File: src/sv/assert_macros.svh
// assertion helpers used by the rtl
`ifndef ASSERT_MACROS_SVH
`define ASSERT_MACROS_SVH

`ifndef SYNTHESIS

`define ASSERT_PROP(lbl, clk, rst_n, prop) \
  lbl: assert property (@(posedge clk) disable iff (!rst_n) prop) \
    else $error("assertion failed");

`define ASSERT_NEVER(lbl, clk, rst_n, expr) \
  `ASSERT_PROP(lbl, clk, rst_n, !(expr))

`else

`define ASSERT_PROP(lbl, clk, rst_n, prop)

`define ASSERT_NEVER(lbl, clk, rst_n, expr)

`endif

`endif

File: src/sv/srt_pkg.sv
`default_nettype none

package srt_pkg;

  localparam int unsigned Capacity = 64;
  localparam int unsigned AddrW    = $clog2(Capacity);
  localparam int unsigned CountW   = $clog2(Capacity + 1);
  localparam int unsigned KeyW     = 32;
  localparam int unsigned PayloadW = 32;
  localparam int unsigned StatusW  = 3;
  localparam int unsigned EntryCntW = 7;

  typedef enum logic {
    FUNC_INSERT = 1'b0,
    FUNC_DELETE = 1'b1
  } func_e;

  typedef enum logic [StatusW-1:0] {
    STAT_INSERTED  = 3'd0,
    STAT_DELETED   = 3'd1,
    STAT_EMPTY     = 3'd2,
    STAT_NOT_FOUND = 3'd3,
    STAT_FULL      = 3'd4
  } status_e;

  typedef enum logic [2:0] {
    S_IDLE,
    S_INS_WALK,
    S_INS_PLACE,
    S_DEL_FIND,
    S_DEL_SHIFT,
    S_RESP
  } state_e;

  typedef struct packed {
    logic signed [KeyW-1:0] key;
    logic [PayloadW-1:0]    payload;
  } entry_t;

  typedef struct packed {
    logic             we;
    logic [AddrW-1:0] waddr;
    entry_t           wdata;
    logic [AddrW-1:0] raddr;
  } mem_req_t;

endpackage

`default_nettype wire

File: src/sv/srt_req_if.sv
`default_nettype none

interface srt_req_if
  import srt_pkg::*;
();
  logic                   valid;
  logic                   ready;
  logic                   func;
  logic signed [KeyW-1:0] key;
  logic [PayloadW-1:0]    payload;

  modport source (output valid, func, key, payload, input ready);
  modport sink (input valid, func, key, payload, output ready);
endinterface

`default_nettype wire

File: src/sv/srt_rsp_if.sv
`default_nettype none

interface srt_rsp_if
  import srt_pkg::*;
();
  logic                 valid;
  logic                 ready;
  logic [StatusW-1:0]   status;
  logic [EntryCntW-1:0] entry_count;

  modport source (output valid, status, entry_count, input ready);
  modport sink (input valid, status, entry_count, output ready);
endinterface

`default_nettype wire

File: src/sv/srt_mem.sv
`default_nettype none

module srt_mem
  import srt_pkg::*;
(
  input  wire logic     clk_i,
  input  wire mem_req_t req_i,
  output entry_t        rdata_o
);

  entry_t mem_q [Capacity];
  entry_t rdata_q;

  always_ff @(posedge clk_i) begin
    if (req_i.we) begin
      mem_q[req_i.waddr] <= req_i.wdata;
    end
  end

  // one registered read port, read every cycle
  always_ff @(posedge clk_i) begin
    rdata_q <= mem_q[req_i.raddr];
  end

  assign rdata_o = rdata_q;

endmodule

`default_nettype wire

File: src/sv/sorted_record_table.sv
// Sorted record table: up to 64 records (signed 32-bit key, 32-bit payload) kept in ascending
// key order in a memory with one write port and one registered read port. An insert walks
// down from the last record, moving each record with a key greater than or equal to the new
// one up a slot, and drops the new record into the gap. A delete scans up from the first
// record for a key match and then moves every later record down a slot. Both walks go one
// memory entry per cycle. Full-table inserts and empty-table deletes go straight to the
// response. The last busy cycle loads the response register, which shows the result from the
// next cycle on; while that register still holds an unaccepted response the block waits in
// that last cycle. The request side is ready only while no operation is in progress.
`default_nettype none

`include "assert_macros.svh"

module sorted_record_table
  import srt_pkg::*;
(
  input  wire logic  clk_i,
  input  wire logic  rst_ni,
  srt_req_if.sink    req_i,
  srt_rsp_if.source  rsp_o
);

  state_e                 state_q, state_d;
  logic [CountW-1:0]      idx_q, idx_d;
  logic [CountW-1:0]      count_q, count_d;
  status_e                stat_q, stat_d;
  logic signed [KeyW-1:0] key_q;
  logic [PayloadW-1:0]    payload_q;
  logic                   rsp_valid_q, rsp_valid_d;
  status_e                rsp_status_q;
  logic [EntryCntW-1:0]   rsp_count_q;

  mem_req_t mem_req;
  entry_t   rdata;
  logic     accept;
  logic     rsp_load;
  logic     move_up;

  srt_mem u_mem (
    .clk_i   (clk_i),
    .req_i   (mem_req),
    .rdata_o (rdata)
  );

  assign accept  = req_i.valid && req_i.ready;
  // the one compare unit used by the insert walk
  assign move_up = (rdata.key >= key_q);

  always_comb begin
    state_d       = state_q;
    idx_d         = idx_q;
    count_d       = count_q;
    stat_d        = stat_q;
    rsp_load      = 1'b0;
    req_i.ready   = 1'b0;
    mem_req.we    = 1'b0;
    mem_req.waddr = idx_q[AddrW-1:0];
    mem_req.wdata = '{key: key_q, payload: payload_q};
    mem_req.raddr = AddrW'(idx_q + CountW'(1));

    case (state_q)
      S_IDLE: begin
        req_i.ready   = 1'b1;
        // prefetch the first entry that the walk will look at
        mem_req.raddr = (req_i.func == FUNC_DELETE) ? '0 : AddrW'(count_q - CountW'(1));
        if (accept) begin
          if (req_i.func == FUNC_INSERT) begin
            if (count_q == CountW'(Capacity)) begin
              stat_d  = STAT_FULL;
              state_d = S_RESP;
            end else if (count_q == '0) begin
              idx_d   = '0;
              state_d = S_INS_PLACE;
            end else begin
              idx_d   = count_q;
              state_d = S_INS_WALK;
            end
          end else begin
            if (count_q == '0) begin
              stat_d  = STAT_EMPTY;
              state_d = S_RESP;
            end else begin
              idx_d   = '0;
              state_d = S_DEL_FIND;
            end
          end
        end
      end

      S_INS_WALK: begin
        // rdata holds entry idx-1, slot idx is free
        mem_req.raddr = AddrW'(idx_q - CountW'(2));
        mem_req.we    = 1'b1;
        if (move_up) begin
          mem_req.wdata = rdata;
          idx_d         = idx_q - CountW'(1);
          if (idx_q == CountW'(1)) begin
            state_d = S_INS_PLACE;
          end
        end else begin
          stat_d  = STAT_INSERTED;
          state_d = S_RESP;
        end
      end

      S_INS_PLACE: begin
        mem_req.we = 1'b1;
        stat_d     = STAT_INSERTED;
        state_d    = S_RESP;
      end

      S_DEL_FIND: begin
        // rdata holds entry idx
        if (rdata.key == key_q) begin
          state_d = S_DEL_SHIFT;
        end else if (idx_q + CountW'(1) == count_q) begin
          stat_d  = STAT_NOT_FOUND;
          state_d = S_RESP;
        end else begin
          idx_d = idx_q + CountW'(1);
        end
      end

      S_DEL_SHIFT: begin
        // rdata holds entry idx+1, moved down into slot idx while idx is not the last entry
        mem_req.raddr = AddrW'(idx_q + CountW'(2));
        if (idx_q + CountW'(1) == count_q) begin
          stat_d  = STAT_DELETED;
          state_d = S_RESP;
        end else begin
          mem_req.we    = 1'b1;
          mem_req.wdata = rdata;
          idx_d         = idx_q + CountW'(1);
        end
      end

      S_RESP: begin
        if (!rsp_valid_q || rsp_o.ready) begin
          rsp_load = 1'b1;
          state_d  = S_IDLE;
          if (stat_q == STAT_INSERTED) begin
            count_d = count_q + CountW'(1);
          end else if (stat_q == STAT_DELETED) begin
            count_d = count_q - CountW'(1);
          end
        end
      end

      default: begin
        state_d = S_IDLE;
      end
    endcase
  end

  always_comb begin
    rsp_valid_d = rsp_valid_q;
    if (rsp_load) begin
      rsp_valid_d = 1'b1;
    end else if (rsp_o.ready) begin
      rsp_valid_d = 1'b0;
    end
  end

  always_ff @(posedge clk_i or negedge rst_ni) begin
    if (!rst_ni) begin
      state_q     <= S_IDLE;
      count_q     <= '0;
      rsp_valid_q <= 1'b0;
    end else begin
      state_q     <= state_d;
      count_q     <= count_d;
      rsp_valid_q <= rsp_valid_d;
    end
  end

  always_ff @(posedge clk_i) begin
    idx_q  <= idx_d;
    stat_q <= stat_d;
    if (accept) begin
      key_q     <= req_i.key;
      payload_q <= req_i.payload;
    end
    if (rsp_load) begin
      rsp_status_q <= stat_q;
      rsp_count_q  <= EntryCntW'(count_d);
    end
  end

  assign rsp_o.valid       = rsp_valid_q;
  assign rsp_o.status      = rsp_status_q;
  assign rsp_o.entry_count = rsp_count_q;

  `ASSERT_NEVER(a_count_bound, clk_i, rst_ni, count_q > CountW'(Capacity))
  `ASSERT_PROP(a_count_step, clk_i, rst_ni,
    (count_q != $past(count_q)) |->
      (count_q == $past(count_q) + CountW'(1) || count_q == $past(count_q) - CountW'(1)))
  `ASSERT_PROP(a_full_only_when_full, clk_i, rst_ni,
    (rsp_load && stat_q == STAT_FULL) |-> (count_q == CountW'(Capacity)))
  `ASSERT_PROP(a_no_walk_on_empty, clk_i, rst_ni,
    (state_q == S_DEL_FIND || state_q == S_DEL_SHIFT || state_q == S_INS_WALK)
      |-> (count_q != '0))

endmodule

`default_nettype wire

File: src/flat_wrapper.sv
// flat-port wrapper written by rule: the top's interface ports become plain ports
module sorted_record_table_flat import srt_pkg::*;
  (clk_i, rst_ni, req_i_valid, req_i_func, req_i_key, req_i_payload, req_i_ready, rsp_o_valid, rsp_o_status, rsp_o_entry_count, rsp_o_ready);
  srt_req_if req_i_i ();
  srt_rsp_if rsp_o_i ();
  input  wire logic clk_i;
  input  wire logic rst_ni;
  input wire logic [$bits(req_i_i.valid)-1:0] req_i_valid;
  input wire logic [$bits(req_i_i.func)-1:0] req_i_func;
  input wire logic [$bits(req_i_i.key)-1:0] req_i_key;
  input wire logic [$bits(req_i_i.payload)-1:0] req_i_payload;
  output wire logic [$bits(req_i_i.ready)-1:0] req_i_ready;
  output wire logic [$bits(rsp_o_i.valid)-1:0] rsp_o_valid;
  output wire logic [$bits(rsp_o_i.status)-1:0] rsp_o_status;
  output wire logic [$bits(rsp_o_i.entry_count)-1:0] rsp_o_entry_count;
  input wire logic [$bits(rsp_o_i.ready)-1:0] rsp_o_ready;
  assign req_i_i.valid = req_i_valid;
  assign req_i_i.func = req_i_func;
  assign req_i_i.key = req_i_key;
  assign req_i_i.payload = req_i_payload;
  assign req_i_ready = req_i_i.ready;
  assign rsp_o_valid = rsp_o_i.valid;
  assign rsp_o_status = rsp_o_i.status;
  assign rsp_o_entry_count = rsp_o_i.entry_count;
  assign rsp_o_i.ready = rsp_o_ready;
  sorted_record_table u_core (.clk_i(clk_i), .rst_ni(rst_ni), .req_i(req_i_i), .rsp_o(rsp_o_i));
endmodule
File: config.mk
export PLATFORM = sky130hd
export DESIGN_NAME = sorted_record_table_flat
export DESIGN_NICKNAME = d
export VERILOG_FILES = /design/src/sv/srt_pkg.sv /design/src/sv/srt_req_if.sv /design/src/sv/srt_rsp_if.sv /design/src/sv/srt_mem.sv /design/src/sv/sorted_record_table.sv /design/src/flat_wrapper.sv
export VERILOG_INCLUDE_DIRS = /design/src /design/src/sv
export SDC_FILE = /design/constraint.sdc
export NUM_CORES = 2
export LEC_CHECK = 0
export BUFFER_PORTS_ARGS = -buffer_cell sky130_fd_sc_hd__buf_4
export CAP_MARGIN = 10
export CORE_MARGIN = 1.5
export CORE_UTILIZATION = 40
export DETAILED_ROUTE_END_ITERATION = 8
export PLACE_DENSITY_LB_ADDON = 0.15
export SYNTH_ARGS = -nofsm -noshare
export SYNTH_HDL_FRONTEND = slang
export SYNTH_HIERARCHICAL = 1
export SYNTH_SLANG_ARGS = --single-unit
export TNS_END_PERCENT = 1
File: constraint.sdc
create_clock -name clk_i -period 10.4 [get_ports clk_i]
set_input_delay 1.56 -clock clk_i [delete_from_list [all_inputs] [get_ports clk_i]]
set_output_delay 1.56 -clock clk_i [all_outputs]
set_load 0.01 [all_outputs]
* Word-level counts from Yosys, hierarchy flattened
Memory sizes are Yosys's and may differ from the RTL's. A register that Yosys moved wholly into a read port is not among the register bits.
Index checks and enable logic that the tools add are counted.
** Operators by class
- Magnitude comparators :: 1
- Reduce and logical (&&, ||, !) cells :: 13
- Equality and inequality tests :: 22
- Add/sub/neg operators :: 6
- Mux-type cells :: 47
** Operators with widths (count)
- 2-to-1 mux 64 bit :: 2
- case mux 64 bit (2 select lines) :: 1
- 2-to-1 mux 7 bit :: 12
- 2-to-1 mux 3 bit :: 17
- equality test 32 bit :: 1
- greater-or-equal comparator 32 bit :: 1
- case mux 7 bit (4 select lines) :: 1
- case mux 3 bit (6 select lines) :: 1
- case mux 6 bit (3 select lines) :: 1
- case mux 3 bit (5 select lines) :: 1
- adder 7 x 1 -> 7 bit, second input constant :: 2
- subtractor 7 x 1 -> 7 bit, second input constant :: 2
- inequality test 2 x 1 -> 1 bit, second input constant :: 5
- inequality test 3 bit, second input constant :: 3
- 2-to-1 mux 1 bit :: 8
- AND reduction 8 bit :: 1
- equality test 7 x 1 -> 1 bit, second input constant :: 1
- equality test 7 bit :: 1
- equality test 7 bit, second input constant :: 1
- logical NOT 7 bit :: 1
- adder 6 x 2 -> 6 bit, second input constant :: 1
- equality test 3 x 1 -> 1 bit, second input constant :: 2
- equality test 3 x 2 -> 1 bit, second input constant :: 2
- equality test 3 bit, second input constant :: 2
- other kinds (16) :: 19
** Storage, ports and cells
- Memory bits (writable) :: 4096
- Memories :: 1
- Output and inout bits :: 12
- Register bits :: 95
- Logic and storage cells :: 99
- Input bits :: 69
** Memories
- u_core.u_mem.mem_q :: depth 64, bits a word 64, read ports 1, clocked after Yosys merged registers in 1, write ports 1, RTL line srt_mem.sv:11 : entry_t mem_q [Capacity];

* Logic depth before layout (Yosys ltp)
- Depth in word-level cells :: 6
- Depth in mapped cells :: 18
- Depth with buffers taken out :: 16

* Hierarchy
Netlist, hierarchy kept.
** By module, submodules not included
- srt_mem :: instances 1, cells each 6598, area each 156348.7 sq um, seq. area each 124279.2 sq um
- sorted_record_table :: instances 1, cells each 614, area each 6251.0 sq um, seq. area each 2797.7 sq um

* Least setup slack after synthesis
Ideal clock, no wire load.
- Path type :: reg2reg
- Start :: register u_core.idx_q[0]
- End :: memory u_core/u_mem/mem_q[48][0] (netlist bit) (enable)
- Buffers on the path :: 2
- Stages on the path, launching flop included :: 12
- Setup time :: 564 ps
- Path slack :: 3200 ps
- Period minus slack after synthesis :: 7200 ps
- Arrival :: 6635 ps
- Data required time :: 9836 ps
- Path through :: edfxtp_1 > buf_2 > inv_1 > ha_1 > xnor2_1 > nand3_1 > nor3b_2 > and4_1 > clkbuf_1 > o22ai_1 > nand4b_1 > nor3_1
** RTL lines
- start: declaration :: RTL line sorted_record_table.sv:24 : logic [CountW-1:0] idx_q, idx_d;
- start signal: assignment :: RTL line sorted_record_table.sv:177 : idx_q <= idx_d;
- end: declaration :: RTL line srt_mem.sv:11

==> results.toml <==
[power_and_ir_drop]
power_density_nw_per_um2 = 391.1
total_power_draw_w = 0.03713
leakagePower_nw = 29.56
irDropWorstVdd_v = 0.0003978

[timing]
slew-limit-headroom_pct = 18.73
worst_slew_pin_tran_ps = 1194
final_min_period_over_clock_period_pct = 58.08
clock_skews_ps = 59.56
timing_limited_maximum_frequency_ghz = 0.1656
report.final.setup_viol = 0
fin_tns_setup_ps = 0
report.final.slew_viol_count = 0
timing.final.crit_period_ps = 6040
finalHoldViolations = 0
grt_setup_unrepaired = "no"

[floorplanning]
rows = 167
top_level_ports = 81
placeableCoreArea_um2 = 207700
initial_utilization_pct = 40.36
dieArea_um2 = 212300
die_w_um = 460.8
die-height_um = 460.8

[clock_tree]
tritoncts_sinks = 2143
htreeDepth = 4
cts.hold.buffers_added = 0
clkTransAtPathRegs_ps = 60
number_of_buffers_created_by_cts = 215
post-cts-setup-buffers = 0
cts.repair.resized = 0
tritoncts = "done"
cts-root-buf = "sky130_fd_sc_hd__clkbuf_16"
clock_path_buffers = 3
clk_latency_ps = 840

[flow_run]
drv_cap = 0

[synthesis]
avgSynthCellArea_um2 = 21.06
post_synth_inst_count = 3981
post_syn_nets = 4091
yosys_warnings = 6
synth_area_um2 = 83830

[layout]
layout.cells.non_filler = 7016
utilization_pct = 45.71
most_used_cells_in_the_layout_excluding_fill_and_tap_cells = "sky130_fd_sc_hd__edfxtp_1 (2100), sky130_fd_sc_hd__mux4_2 (512), sky130_fd_sc_hd__clkbuf_16 (219), sky130_fd_sc_hd__buf_4 (183), sky130_fd_sc_hd__nand2_1 (101)"
fillCellCount = 17430
drive_gt1_share_pct = 26.81
area_growth_syn_to_layout_pct = 13.25
most_common_cell_after_layout_fill_and_taps_aside = "sky130_fd_sc_hd__edfxtp_1"
finish.net_count = 4151

[global_routing]
grt-ovfl-total = 0
number_of_global_route_vias_before_repair = 40250
grt_first_pass_wirelength_um = 311900
globalRouteTotalUtil_pct = 21.02
grt_antenna_before_repair = 18
grt_max_degree = 103

[setup_path]
worst_ep_arrival_time_ps = 6570
critical_path_class = "flip-flop to flip-flop"
crit_path_end_kind = "flip-flop"
startpoint_type = "flip-flop"
critPathRequiredTime_ps = 10930
crit_path_max_fanout = 33

[route]
drc_errors = 0
wl_um = 222400
routedWlPerCell_um = 31.70
detailedRoute.firstPassIterationCount = 6
vias = 39940
drt_iter0_markers = 4449
remaining_antenna_violation_count_after_routing = 0
avgViaCountPerCell = 5.693

[worst_hold_path]
timing.hold.worst.class = "flip-flop to flip-flop"

[place]
portBuffers = 48
numPlacedInstances = 6610
gp_congestion = 0.7989
detailedPlacementHpwl_um = 120000

[outcome]
outcome = "complete, no violations"
==> layout make-up <==
class | count | area [um2] | share of cell area, %
Sequential cell | 2143 | 63980 | 67.39
Multi-Input combinational cell | 1430 | 18850 | 19.85
Tap cell | 2788 | 3488 | 3.675
Antenna cell | 2 | 5.005 | 0.005272
Inverter | 58 | 217.7 | 0.2293
Clock inverter | 121 | 1021 | 1.075
Clock buffer | 281 | 5793 | 6.102
Timing Repair Buffer | 193 | 1582 | 1.666
==> per-stage QoR <==
| step | setup WS (ps) | hold WS, ps | area, um2 |
|---|---|---|---|
| after floorplan | 5451 | 424.4 | 83830 |
| after global placement | 4290 | 462.4 | 88040 |
| after detailed placement | 4288 | 467.3 | 88070 |
| after CTS | 4292 | 479.7 | 94890 |
| after global routing | 4116 | 492.8 | 94930 |
| final | 4360 | 480.4 | 94930 |
==> final timing paths <==
kind / start / end / slack, ps / depth (start not counted)
worst max-delay path: u_core/key_q[12] / u_core/u_mem/mem_q[13][38] / 4360 / 11
worst min-delay path: u_core/stat_q[2] / u_core/rsp_o.status[2] / 480 / 0
worst max register to register: u_core/key_q[12] / u_core/u_mem/mem_q[13][38] / 4360 / 11
worst min register to register: u_core/stat_q[2] / u_core/rsp_o.status[2] / 480 / 0
max in group asynchronous: rst_ni / u_core/count_q[6] / 9690 / 1
min in group asynchronous: rst_ni / u_core/state_q[0] / 550 / 1
==> flip-flops by register name, summed over array words and instances (netlist names) <==
name,flops
u_core/u_mem/mem_q,2048
u_core/rsp_o.status,3
u_core/u_mem/rdata_o,32
u_core/idx_q,7
u_core/stat_q,3
u_core/rsp_o.entry_count,7
u_core/count_q,7
u_core/key_q,32
u_core/state_q,3
u_core/rsp_o.valid,1
==> per-layer routing <==
| layer | wire [um] | up-vias | GRT usage (%) |
|---|---|---|---|
| met3 | 14350 | 276 | 3.193 |
| met2 | 108100 | 1352 | 34.14 |
| met5 | 21 | - | 0 |
| li1 | - | 16620 | - |
| met1 | 94520 | 21690 | 29.70 |
| met4 | 5389 | 4 | 5.504 |
==> worst max-delay path: stages (launching register included) <==
cell and delay (ps):
sky130_fd_sc_hd__edfxtp_1 370, sky130_fd_sc_hd__inv_1 260, sky130_fd_sc_hd__ha_1 200, sky130_fd_sc_hd__nand4_1 190, sky130_fd_sc_hd__nor4_1 790, sky130_fd_sc_hd__nand2_1 400
sky130_fd_sc_hd__nand4_1 260, sky130_fd_sc_hd__o21bai_4 120, sky130_fd_sc_hd__nor2_4 570, sky130_fd_sc_hd__buf_4 820, sky130_fd_sc_hd__mux2i_4 1070, sky130_fd_sc_hd__buf_4 560
==> report_power, final <==
part | total, W | internal, W | leakage (nW) | switching (W)
Combinational | 0.0173 | 0.00599 | 6.79 | 0.0113
Sequential | 0.0123 | 0.0120 | 19.4 | 0.000255
Clock | 0.00753 | 0.00430 | 3.34 | 0.00323
Total | 0.0371 | 0.0223 | 29.6 | 0.0148
Note: power is estimated with default switching activity, not from simulation.
